===== config.mk =====
export PLATFORM = sky130hd
export DESIGN_NAME = adc_sample_ascii_framer
export DESIGN_NICKNAME = d
export VERILOG_FILES = /design/src/rtl/asaf_pkg.sv /design/src/rtl/asaf_front.sv /design/src/rtl/asaf_fifo.sv /design/src/rtl/asaf_back.sv /design/src/rtl/adc_sample_ascii_framer.sv
export SDC_FILE = /design/constraint.sdc
export NUM_CORES = 1
export LEC_CHECK = 0
export BUFFER_PORTS_ARGS = -buffer_cell sky130_fd_sc_hd__buf_2
export CORE_MARGIN = 4
export CORE_UTILIZATION = 40
export CTS_CLUSTER_SIZE = 40
export DETAILED_ROUTE_END_ITERATION = 10
export MAX_ROUTING_LAYER = met4
export PLACE_DENSITY = 0.66
export SYNTH_ARGS = -nofsm -noshare
export SYNTH_HDL_FRONTEND = slang
export SYNTH_SLANG_ARGS = --single-unit

===== constraint.sdc =====
create_clock -name clk -period 9.4 [get_ports clk]
set_input_delay 1.88 -clock clk [delete_from_list [all_inputs] [get_ports clk]]
set_output_delay 1.88 -clock clk [all_outputs]
set_load 0.01 [all_outputs]

===== src/rtl/asaf_pkg.sv =====
// Shared types and constants of the ADC sample ASCII framer.
`default_nettype none
package asaf_pkg;

    localparam int FifoDepth = 4;

    localparam logic [7:0] MarkerReset  = 8'd65;
    localparam logic [7:0] LineEndReset = 8'd10;
    localparam logic [3:0] UniChReset   = 4'd1;
    localparam logic [3:0] BipChReset   = 4'd6;

    localparam logic [7:0] AsciiZero  = 8'h30;
    localparam logic [7:0] AsciiMinus = 8'h2D;

    typedef enum logic [1:0] {
        CFG_MARKER   = 2'd0,
        CFG_LINE_END = 2'd1,
        CFG_UNI_CH   = 2'd2,
        CFG_BIP_CH   = 2'd3
    } cfg_index_t;

    typedef enum logic [1:0] {
        PH_HEAD,
        PH_MINUS,
        PH_DIGIT,
        PH_END
    } phase_t;

    typedef struct packed {
        logic [7:0] marker;
        logic [7:0] line_end;
        logic [3:0] uni_ch;
        logic [3:0] bip_ch;
    } cfg_t;

    typedef struct packed {
        logic            bip;
        logic            neg;
        logic [1:0]      nd_m1;
        logic [3:0][3:0] digits;
        logic [3:0]      ch;
    } item_t;

endpackage
`default_nettype wire


===== src/rtl/asaf_front.sv =====
// Front end: takes samples, forms sign and magnitude and splits them into decimal digits.
`default_nettype none
module asaf_front (
    input  wire logic           clk,
    input  wire logic           rst_n,
    input  wire logic           push,
    output logic                full,
    input  wire logic [9:0]     sample_code,
    input  wire asaf_pkg::cfg_t cfg,
    input  wire logic           fifo_full,
    output logic                wr_en,
    output asaf_pkg::item_t     wr_data
);

    logic        s1_valid_reg, s1_valid_next;
    logic        bip_turn_reg, bip_turn_next;
    logic        s1_bip_reg, s1_neg_reg, s1_th_reg;
    logic [9:0]  s1_r_reg;
    logic [3:0]  s1_ch_reg;

    logic        accept;
    logic        neg;
    logic [9:0]  mag;
    logic        th;
    logic [9:0]  r;

    logic [15:0] prod_h;
    logic [17:0] prod_q;
    logic [3:0]  hund;
    logic [6:0]  quot;
    logic [9:0]  ones_w;
    logic [6:0]  tens_w;

    assign full   = s1_valid_reg && fifo_full;
    assign wr_en  = s1_valid_reg && !fifo_full;
    assign accept = push && !full;

    always_comb
    begin
        neg = bip_turn_reg && sample_code[9];
        mag = neg ? 10'(~sample_code + 10'd1) : sample_code;
        th  = (mag >= 10'd1000);
        r   = th ? 10'(mag - 10'd1000) : mag;
        s1_valid_next = accept ? 1'b1 : (wr_en ? 1'b0 : s1_valid_reg);
        bip_turn_next = accept ? !bip_turn_reg : bip_turn_reg;
    end

    always_ff @(posedge clk or negedge rst_n)
    begin
        if (!rst_n)
        begin
            s1_valid_reg <= 1'b0;
            bip_turn_reg <= 1'b0;
        end
        else
        begin
            s1_valid_reg <= s1_valid_next;
            bip_turn_reg <= bip_turn_next;
        end
    end

    always_ff @(posedge clk)
    begin
        if (accept)
        begin
            s1_bip_reg <= bip_turn_reg;
            s1_neg_reg <= neg;
            s1_th_reg  <= th;
            s1_r_reg   <= r;
            s1_ch_reg  <= bip_turn_reg ? cfg.uni_ch : cfg.bip_ch;
        end
    end

    always_comb
    begin
        prod_h = 16'(s1_r_reg) * 16'd41;
        prod_q = 18'(s1_r_reg) * 18'd205;
        hund   = prod_h[15:12];
        quot   = prod_q[17:11];
        ones_w = 10'(s1_r_reg - (10'(quot) * 10'd10));
        tens_w = 7'(quot - (7'(hund) * 7'd10));

        wr_data.bip       = s1_bip_reg;
        wr_data.neg       = s1_neg_reg;
        wr_data.ch        = s1_ch_reg;
        wr_data.digits[3] = s1_th_reg ? 4'd1 : 4'd0;
        wr_data.digits[2] = hund;
        wr_data.digits[1] = tens_w[3:0];
        wr_data.digits[0] = ones_w[3:0];
        if (s1_th_reg)
            wr_data.nd_m1 = 2'd3;
        else if (hund != 4'd0)
            wr_data.nd_m1 = 2'd2;
        else if (quot != 7'd0)
            wr_data.nd_m1 = 2'd1;
        else
            wr_data.nd_m1 = 2'd0;
    end

endmodule
`default_nettype wire


===== src/rtl/asaf_fifo.sv =====
// Short item queue between the front end and the text sequencer.
`default_nettype none
module asaf_fifo #(
    parameter int DEPTH = asaf_pkg::FifoDepth
) (
    input  wire logic            clk,
    input  wire logic            rst_n,
    input  wire logic            wr_en,
    input  wire asaf_pkg::item_t wr_data,
    input  wire logic            rd_en,
    output asaf_pkg::item_t      rd_data,
    output logic                 full,
    output logic                 empty
);

    localparam int PtrW = $clog2(DEPTH);
    localparam int CntW = $clog2(DEPTH + 1);

    asaf_pkg::item_t mem [DEPTH];

    logic [PtrW-1:0] wr_ptr_reg, wr_ptr_next;
    logic [PtrW-1:0] rd_ptr_reg, rd_ptr_next;
    logic [CntW-1:0] count_reg, count_next;

    assign full    = (count_reg == CntW'(DEPTH));
    assign empty   = (count_reg == '0);
    assign rd_data = mem[rd_ptr_reg];

    always_comb
    begin
        wr_ptr_next = wr_ptr_reg;
        rd_ptr_next = rd_ptr_reg;
        count_next  = count_reg;
        if (wr_en)
            wr_ptr_next = (wr_ptr_reg == PtrW'(DEPTH - 1)) ? '0 : PtrW'(wr_ptr_reg + 1'b1);
        if (rd_en)
            rd_ptr_next = (rd_ptr_reg == PtrW'(DEPTH - 1)) ? '0 : PtrW'(rd_ptr_reg + 1'b1);
        if (wr_en && !rd_en)
            count_next = CntW'(count_reg + 1'b1);
        else if (rd_en && !wr_en)
            count_next = CntW'(count_reg - 1'b1);
    end

    always_ff @(posedge clk or negedge rst_n)
    begin
        if (!rst_n)
        begin
            wr_ptr_reg <= '0;
            rd_ptr_reg <= '0;
            count_reg  <= '0;
        end
        else
        begin
            wr_ptr_reg <= wr_ptr_next;
            rd_ptr_reg <= rd_ptr_next;
            count_reg  <= count_next;
        end
    end

    always_ff @(posedge clk)
    begin
        if (wr_en)
            mem[wr_ptr_reg] <= wr_data;
    end

endmodule
`default_nettype wire


===== src/rtl/asaf_back.sv =====
// Back end: walks each queued item and sends its line one byte a beat into the result register.
`default_nettype none
module asaf_back (
    input  wire logic            clk,
    input  wire logic            rst_n,
    input  wire asaf_pkg::cfg_t  cfg,
    input  wire logic            fifo_empty,
    input  wire asaf_pkg::item_t head,
    output logic                 rd_en,
    output logic                 empty,
    input  wire logic            pop,
    output logic [7:0]           text_byte,
    output logic                 line_done,
    output logic [3:0]           next_channel
);

    asaf_pkg::phase_t phase_reg, phase_next;
    logic [1:0] cnt_reg, cnt_next;
    logic       out_valid_reg, out_valid_next;
    logic [7:0] text_reg;
    logic       done_reg;
    logic [3:0] ch_reg;

    logic       fire;
    logic [7:0] byte_val;
    logic       done_val;
    logic [7:0] dig_byte;

    assign fire         = !fifo_empty && (!out_valid_reg || pop);
    assign empty        = !out_valid_reg;
    assign text_byte    = text_reg;
    assign line_done    = done_reg;
    assign next_channel = ch_reg;

    always_comb
    begin
        dig_byte       = asaf_pkg::AsciiZero | {4'h0, head.digits[2'(head.nd_m1 - cnt_reg)]};
        phase_next     = phase_reg;
        cnt_next       = cnt_reg;
        byte_val       = cfg.line_end;
        done_val       = 1'b0;
        rd_en          = 1'b0;
        out_valid_next = fire || (out_valid_reg && !pop);
        case (phase_reg)
            asaf_pkg::PH_HEAD:
            begin
                if (head.bip)
                begin
                    byte_val = cfg.marker;
                    if (fire)
                        phase_next = head.neg ? asaf_pkg::PH_MINUS : asaf_pkg::PH_DIGIT;
                end
                else
                begin
                    byte_val = dig_byte;
                    if (fire)
                    begin
                        if (head.nd_m1 == cnt_reg)
                            phase_next = asaf_pkg::PH_END;
                        else
                        begin
                            cnt_next   = 2'(cnt_reg + 1'b1);
                            phase_next = asaf_pkg::PH_DIGIT;
                        end
                    end
                end
            end
            asaf_pkg::PH_MINUS:
            begin
                byte_val = asaf_pkg::AsciiMinus;
                if (fire)
                    phase_next = asaf_pkg::PH_DIGIT;
            end
            asaf_pkg::PH_DIGIT:
            begin
                byte_val = dig_byte;
                if (fire)
                begin
                    if (head.nd_m1 == cnt_reg)
                    begin
                        cnt_next   = 2'd0;
                        phase_next = asaf_pkg::PH_END;
                    end
                    else
                        cnt_next = 2'(cnt_reg + 1'b1);
                end
            end
            asaf_pkg::PH_END:
            begin
                byte_val = cfg.line_end;
                done_val = 1'b1;
                rd_en    = fire;
                if (fire)
                begin
                    cnt_next   = 2'd0;
                    phase_next = asaf_pkg::PH_HEAD;
                end
            end
            default:
            begin
                cnt_next   = 2'd0;
                phase_next = asaf_pkg::PH_HEAD;
            end
        endcase
    end

    always_ff @(posedge clk or negedge rst_n)
    begin
        if (!rst_n)
        begin
            phase_reg     <= asaf_pkg::PH_HEAD;
            cnt_reg       <= 2'd0;
            out_valid_reg <= 1'b0;
        end
        else
        begin
            phase_reg     <= phase_next;
            cnt_reg       <= cnt_next;
            out_valid_reg <= out_valid_next;
        end
    end

    always_ff @(posedge clk)
    begin
        if (fire)
        begin
            text_reg <= byte_val;
            done_reg <= done_val;
            ch_reg   <= head.ch;
        end
    end

endmodule
`default_nettype wire


===== src/rtl/adc_sample_ascii_framer.sv =====
// Top level of the ADC sample ASCII framer: configuration registers and the front, queue and back.
// A sample's first byte passes the front-end register, the queue and the result register.
// Throughput: one text byte per cycle unless pop stalls it; a sample's line is 2 to 6 bytes long.
// The byte sequencer in the back end, one byte a cycle into the result register, sets that rate.
// Reset (rst_n low, asynchronous) empties the queue and result register, restores the register
// defaults and makes the next sample unipolar.
`default_nettype none
module adc_sample_ascii_framer #(
    parameter int FIFO_DEPTH = asaf_pkg::FifoDepth
) (
    input  wire logic       clk,
    input  wire logic       rst_n,
    input  wire logic       push,
    output logic            full,
    input  wire logic [9:0] sample_code,
    output logic            empty,
    input  wire logic       pop,
    output logic [7:0]      text_byte,
    output logic            line_done,
    output logic [3:0]      next_channel,
    input  wire logic       cfg_valid,
    output logic            cfg_ready,
    input  wire logic [1:0] cfg_index,
    input  wire logic [7:0] cfg_data
);

    asaf_pkg::cfg_t  cfg_reg, cfg_next;
    asaf_pkg::item_t wr_data, rd_data;
    logic            wr_en, rd_en, fifo_full, fifo_empty;

    assign cfg_ready = 1'b1;

    always_comb
    begin
        cfg_next = cfg_reg;
        if (cfg_valid)
        begin
            case (cfg_index)
                asaf_pkg::CFG_MARKER:   cfg_next.marker   = cfg_data;
                asaf_pkg::CFG_LINE_END: cfg_next.line_end = cfg_data;
                asaf_pkg::CFG_UNI_CH:   cfg_next.uni_ch   = cfg_data[3:0];
                asaf_pkg::CFG_BIP_CH:   cfg_next.bip_ch   = cfg_data[3:0];
                default:                cfg_next          = cfg_reg;
            endcase
        end
    end

    always_ff @(posedge clk or negedge rst_n)
    begin
        if (!rst_n)
        begin
            cfg_reg.marker   <= asaf_pkg::MarkerReset;
            cfg_reg.line_end <= asaf_pkg::LineEndReset;
            cfg_reg.uni_ch   <= asaf_pkg::UniChReset;
            cfg_reg.bip_ch   <= asaf_pkg::BipChReset;
        end
        else
            cfg_reg <= cfg_next;
    end

    asaf_front u_front (
        .clk         (clk),
        .rst_n       (rst_n),
        .push        (push),
        .full        (full),
        .sample_code (sample_code),
        .cfg         (cfg_reg),
        .fifo_full   (fifo_full),
        .wr_en       (wr_en),
        .wr_data     (wr_data)
    );

    asaf_fifo #(
        .DEPTH (FIFO_DEPTH)
    ) u_fifo (
        .clk     (clk),
        .rst_n   (rst_n),
        .wr_en   (wr_en),
        .wr_data (wr_data),
        .rd_en   (rd_en),
        .rd_data (rd_data),
        .full    (fifo_full),
        .empty   (fifo_empty)
    );

    asaf_back u_back (
        .clk          (clk),
        .rst_n        (rst_n),
        .cfg          (cfg_reg),
        .fifo_empty   (fifo_empty),
        .head         (rd_data),
        .rd_en        (rd_en),
        .empty        (empty),
        .pop          (pop),
        .text_byte    (text_byte),
        .line_done    (line_done),
        .next_channel (next_channel)
    );

endmodule
`default_nettype wire


==> results of run 1 <==
[layout by cell type (no fill, tap or decap), types with 3 or more instances in the layout]
master | netlist | final
a31oi_1 | 3 | 3
fa_1 | 23 | 23
nand4_1 | 3 | 3
mux2i_1 | 9 | 9
mux4_1 | 3 | 3
clkinv_4 | 0 | 3
nor3_1 | 7 | 7
xor2_1 | 14 | 14
a31o_2 | 3 | 3
xnor2_1 | 13 | 13
nand2_1 | 25 | 25
nand2b_1 | 5 | 5
ha_1 | 101 | 101
nand3b_1 | 4 | 4
edfxtp_1 | 114 | 114
inv_1 | 79 | 79
dfstp_2 | 7 | 7
nor2_1 | 14 | 14
inv_6 | 0 | 4
o21ai_0 | 16 | 16
o211ai_1 | 5 | 5
buf_4 | 2 | 4
buf_2 | 5 | 39
mux4_2 | 18 | 18
o31ai_1 | 5 | 5
nor2b_1 | 4 | 4
a32oi_1 | 3 | 3
a21oi_1 | 24 | 24
clkbuf_16 | 0 | 19
and2_1 | 4 | 4
nand3_1 | 12 | 12
mux2_2 | 29 | 29
a21o_1 | 4 | 4
dfrtp_1 | 31 | 31
[layout make-up]
type                            instances  area (sq um)
Clock buffer                           20           489
Clock inverter                         12           101
Fill cell                            1894         11500
Inverter                               80           300
Multi-Input combinational cell        383          3920
Sequential cell                       152          4380
Tap cell                              275           344
Timing Repair Buffer                   43           225
[layer usage]
metal  GRT usage, %  vias up  wire length, um
met3           3.42       14              723
met2           22.8      112             7900
met4           3.63        0              140
li1               -     2389                -
met1           20.1     2505             7580
met5              -        -                0
[path summary, 6_finish.rpt]
path / cells past startpoint / endpoint / from
max in group asynchronous: 1 / u_fifo.wr_ptr_reg[1] / rst_n
worst max register to register: 19 / u_fifo.mem[3][7] / u_front.s1_r_reg[3]
worst min-delay path: 0 / u_fifo.mem[0][20] / u_front.s1_bip_reg
min in group asynchronous: 1 / cfg_reg[14] / rst_n
worst max-delay path: 19 / u_fifo.mem[3][7] / u_front.s1_r_reg[3]
worst min register to register: 0 / u_fifo.mem[0][20] / u_front.s1_bip_reg
[per-stage QoR]
step	util, %	instances	setup slack, ns
after floorplan	-	629	4.59
after global placement	43.2	933	4.35
after detailed placement	43.2	933	4.15
after CTS	46.0	965	4.17
after global routing	46.0	965	3.88
final	46.0	965	4.20
[worst max-delay path: stages (launching register included)]
cell and delay, ns:
edfxtp_1 0.55, ha_1 0.38, inv_1 0.06, fa_1 0.54, inv_1 0.06, fa_1 0.53
inv_1 0.06, fa_1 0.55, inv_1 0.05, ha_1 0.18, a21o_1 0.20, o2bb2ai_1 0.13
o21bai_1 0.17, nor2_1 0.33, ha_1 0.23, inv_1 0.05, fa_1 0.37, xor2_1 0.16
xnor2_1 0.15, xnor2_1 0.27
[kinds of logic after synthesis]
logic type                 after synthesis  share of synthesized area, %
and+or+nand+nor                         89                          5.24
xor gates and xnor gates                30                          3.63
AOI/OAI and AO/OA                       80                          6.04
other                                    1                        0.0432
DFF                                    152                          50.5
muxes                                   59                          10.4
adders and majority gates              124                          19.9
buffers and inverters                   94                          4.35
[Yosys cell counts, drive strengths merged, types with 2 or more instances]
cell type,count,area share (%)
dfrtp,31,8.9
a31oi,3,0.22
xnor2,15,1.9
o31ai,5,0.43
inv,79,3.4
mux2i,9,1.0
or2,2,0.14
a32oi,3,0.30
ha,101,15
a21o,4,0.35
nand3b,4,0.35
edfxtp,114,39
mux2,29,3.8
o21ai,17,0.98
a2111oi,2,0.20
nor2,14,0.61
nand4,3,0.22
nor2b,4,0.29
nand3,12,0.69
nand2b,5,0.36
a21oi,24,1.4
xor2,14,1.4
clkbuf,5,0.26
nand2,25,1.1
a31o,4,0.40
o21bai,2,0.17
o211ai,5,0.43
o21a,2,0.17
buf,9,0.63
dfstp,7,2.1
and3,2,0.14
fa,23,5.3
and2,4,0.29
mux4,21,5.6
nor3,7,0.40
o22ai,2,0.22
==> metrics.md, run 1 <==
| Metric | Value |
|---|---|
| Total wire length | `16.3 mm` |
| Total number of H-tree levels | `4` |
| Row Count | `53` |
| WL per Instance | `16.9 um` |
| Post-CTS Setup Inserts | `0` |
| Synth Net Count | `778` |
| WHS | `0.497 ns` |
| Post-synthesis async set-or-reset flop share | `25.0%` |
| Most used DFF post-synth | `edfxtp_1` |
| Final setup viols | `0` |
| R2R setup slack | `4.20 ns` |
| Fin crit share | `55.3%` |
| TritonCTS Buffers | `17` |
| Status | `complete, no violations` |
| DRT iter0 DRCs | `254` |
| First-pass GRT wire length | `27.4 mm` |
| Largest net degree at the start of global routing | `39` |
| Insertion delay to the later sink of the worst-skew pair | `0.42 ns` |
| Max cap viols | `0` |
| Arr. time, crit path | `5.42 ns` |
| Post-synthesis register bit count | `152` |
| # IOs | `41` |
| Die area | `0.0241 sq mm` |
| Fin. Hold Viols | `0` |
| Worst Setup Start Kind | `register` |
| Number of remaining DRC errors | `0` |
| CTS root buf | `clkbuf_16` |
| Reg clk slew, reported paths | `0.06 ns` |
| Final Instance Area | `0.00977 sq mm` |
| RSZ-0062 raised after global routing | `no` |
| TritonRoute pass-1 iters | `6` |
| Core ar. | `0.0212 sq mm` |
| Post-Syn Area per Cell | `13.8 sq um` |
| Fmax | `192 MHz` |
| Crit path max fanout | `7` |
| Initial Util | `40.9%` |
| Fraction of layout instances using a drive strength above 1 | `20.4%` |
| Tmin final | `5.20 ns` |
| Final-stage net count | `826` |
| Vias in the first global route | `5240` |
| Unique masters post-synth | `62` |
| Detailed-placement wirelength estimate | `12.2 mm` |
| Pins Over Slew Limit | `0` |
| Synthesized area | `0.00868 sq mm` |
| All-layer global routing usage | `14.8%` |
| Die W | `155 um` |
| Routed Antenna Nets | `0` |
| Register area share after synthesis | `50.5%` |
| Syn. warnings | `0` |
| Slew @ Worst Pin | `1.16 ns` |
| DP Area | `0.00918 sq mm` |
| Diode count | `0` |
| Clock Tree Buf Depth | `2` |
| Setup TNS Final | `0 ns` |
| WP data required | `9.62 ns` |
| Post-Syn Instances | `629` |
| Synth-to-Final Area Change | `12.5%` |
| Slew headroom | `22.5%` |
| PostCTS Resize Cnt | `0` |
| PortBufs | `39` |
| Max reg flops | `84` |
| HP Class | `reg -> reg` |
| Number of synthesized flops with an enable pin | `114` |
| CP endpoint kind | `register` |
| Grt ovf | `0` |
| Vias per cell | `5.20` |
| Vias | `5020` |
| Sink Count | `152` |
| Die H | `155 um` |
| Worst clock skew | `0.00969 ns` |
| # hold bufs at CTS | `0` |
| WS Path Type | `reg -> reg` |
| Final RePlAce weighted congestion | `0.806` |
| Initial antenna violation count | `0` |
| CTS tree | `done` |
Power of run 1 is left out: the tool's default activity adds up to more than one toggle a clock period on the data nets, which glitch-free logic cannot reach.
==> inputs of run 2 (changes only) <==
PLACE_DENSITY = 0.68   (was 0.66)
clock period = 4.52 ns   (was 9.4 ns; I/O delays follow)
==> metrics.md, run 2 (synthesis results as in run 1) <==
| Metric | Value |
|---|---|
| WP data required | `4.66 ns` |
| Finished Layout Cells | `1002` |
| Vias | `5182` |
| First-pass GRT wire length | `27.5 mm` |
| Setup TNS Final | `-0.901 ns` |
| Final WS setup | `-0.163 ns` |
| Most common cell after layout, fill and taps aside | `edfxtp_1` |
| Routed Antenna Nets | `0` |
| Fin crit share | `104%` |
| Synth-to-Final Area Change | `18.8%` |
| Slew @ Worst Pin | `1.18 ns` |
| Fin. Hold Viols | `0` |
| CP endpoint kind | `register` |
| Tmin final | `4.68 ns` |
| Max reg flops | `84` |
| Number of remaining DRC errors | `0` |
| Total number of H-tree levels | `4` |
| DRT iter0 DRCs | `311` |
| Initial Util | `40.9%` |
| Insertion delay to the later sink of the worst-skew pair | `0.41 ns` |
| Final-stage net count | `863` |
| Worst Setup Start Kind | `register` |
| Final RePlAce weighted congestion | `0.863` |
| Multi-input gate area | `0.00414 sq mm` |
| Kind of cell adding the most delay to the critical path | `adder cells` |
| Crit-path cells | `ha_4, inv_2, fa_1, inv_1, fa_1, fa_1, ha_4, a21o_1, o2bb2ai_2, o21ba_4, nand2b_4, xnor2_4, ha_2, fa_2, xnor2_2, xor3_2` |
| Sequential cell area | `0.00438 sq mm` |
| Detailed-placement wirelength estimate | `12.4 mm` |
| HP Class | `reg -> reg` |
| Diode count | `0` |
| Pins Over Slew Limit | `0` |
| # IOs | `41` |
| Die W | `155 um` |
| Violations in the final reports | `negative setup slack` |
| Crit-path slowest cell | `fa_1` |
| Crit-path max cell delay | `0.54 ns` |
| Final setup viols | `8` |
| Clock Tree Buf Depth | `2` |
| Row Count | `53` |
| Vias in the first global route | `5566` |
| Commonest non-fill, non-tap cells in the layout | `edfxtp_1 (114), ha_1 (93), inv_1 (72)` |
| CTS tree | `done` |
| Total wire length | `16.7 mm` |
| All-layer global routing usage | `14.8%` |
| Crit path max fanout | `4` |
| Die area | `0.0241 sq mm` |
| Fraction of layout instances using a drive strength above 1 | `28.2%` |
| Sink Count | `152` |
| Largest net degree at the start of global routing | `39` |
| Worst clock skew | `0.00779 ns` |
| Max cap viols | `0` |
| Core ar. | `0.0212 sq mm` |
| Worst Path Buf+Inv | `2` |
| Initial antenna violation count | `0` |
| Hold Crit Start | `u_front.s1_ch_reg[3]` |
| Worst setup path startpoint | `u_front.s1_r_reg[3]` |
| WS Path Type | `reg -> reg` |
| CTS root buf | `clkbuf_16` |
| RSZ-0062 raised after global routing | `yes` |
| WL per Instance | `16.7 um` |
| # hold bufs at CTS | `0` |
| Fmax | `214 MHz` |
| Slew headroom | `21.1%` |
| Status | `finished with violations` |
| Vias per cell | `5.17` |
| Arr. time, crit path | `4.83 ns` |
| TritonRoute pass-1 iters | `4` |
| PortBufs | `39` |
| Fill count | `1789` |
| TritonCTS Buffers | `17` |
| Grt ovf | `0` |
| Reg clk slew, reported paths | `0.06 ns` |
| Cell mode on critical path | `fa_1` |
| FF-to-FF Start | `u_front.s1_r_reg[3]` |
| Post-Place Cells | `961` |
| Die H | `155 um` |
## run 2: final cells by class
class | instances | share of cell area (%)
clock buffers | 20 | 4.33
clock inverters | 12 | 1.90
inverters | 80 | 2.91
multi-input cells | 383 | 40.1
flip-flops and latches | 152 | 42.5
well taps | 275 | 3.34
repair buffers | 80 | 4.91
## run 2: stage by stage
| step | util [%] | hold WS (ns) | cell area, sq um | setup slack [ns] |
|---|---|---|---|---|
| 3_5_place_dp | 44.7 | 0.485 | 9480 | -0.231 |
| 2_1_floorplan | - | 0.420 | 8770 | -0.121 |
| 5_1_grt | 48.6 | 0.519 | 10300 | -0.307 |
| 4_1_cts | 48.1 | 0.499 | 10200 | -0.139 |
| 6_report | 48.6 | 0.496 | 10300 | -0.163 |
| 3_3_place_gp | 44.7 | 0.465 | 9480 | -0.132 |
## run 2: what timing repair did
item	in CTS	in global routing
resized for setup	9	16
setup buffers	4	5
setup endpoints to repair	16	20
pin swaps	7	9
## run 2: final timing paths
kind,to,slack [ns],cells after the start
setup / recovery,u_fifo.mem[3][11],-0.16,16
hold / removal,u_fifo.mem[0][3],0.50,0
setup reg to reg,u_fifo.mem[3][11],-0.16,16
hold reg to reg,u_fifo.mem[0][3],0.50,0
max in group asynchronous,u_front.bip_turn_reg,3.35,1
min in group asynchronous,cfg_reg[14],0.61,1
## run 2: worst reg2reg max path: stages (launching register included)
cell,delay [ns]
edfxtp_1,0.48
ha_4,0.32
inv_2,0.04
fa_1,0.52
inv_1,0.05
fa_1,0.46
fa_1,0.54
ha_4,0.22
a21o_1,0.20
o2bb2ai_2,0.13
o21ba_4,0.24
nand2b_4,0.09
xnor2_4,0.16
ha_2,0.19
fa_2,0.35
xnor2_2,0.14
xor3_2,0.30
## run 2: per-layer routing
layer  vias to the layer above  GRT usage (%)  wire length [um]
met4                         0           4.54               248
met5                         -              -                 0
met1                      2603           18.4              7180
met2                        85           24.7              8680
met3                        22           2.67               593
li1                       2472              -                 -
Power of run 2 is left out for the same reason.
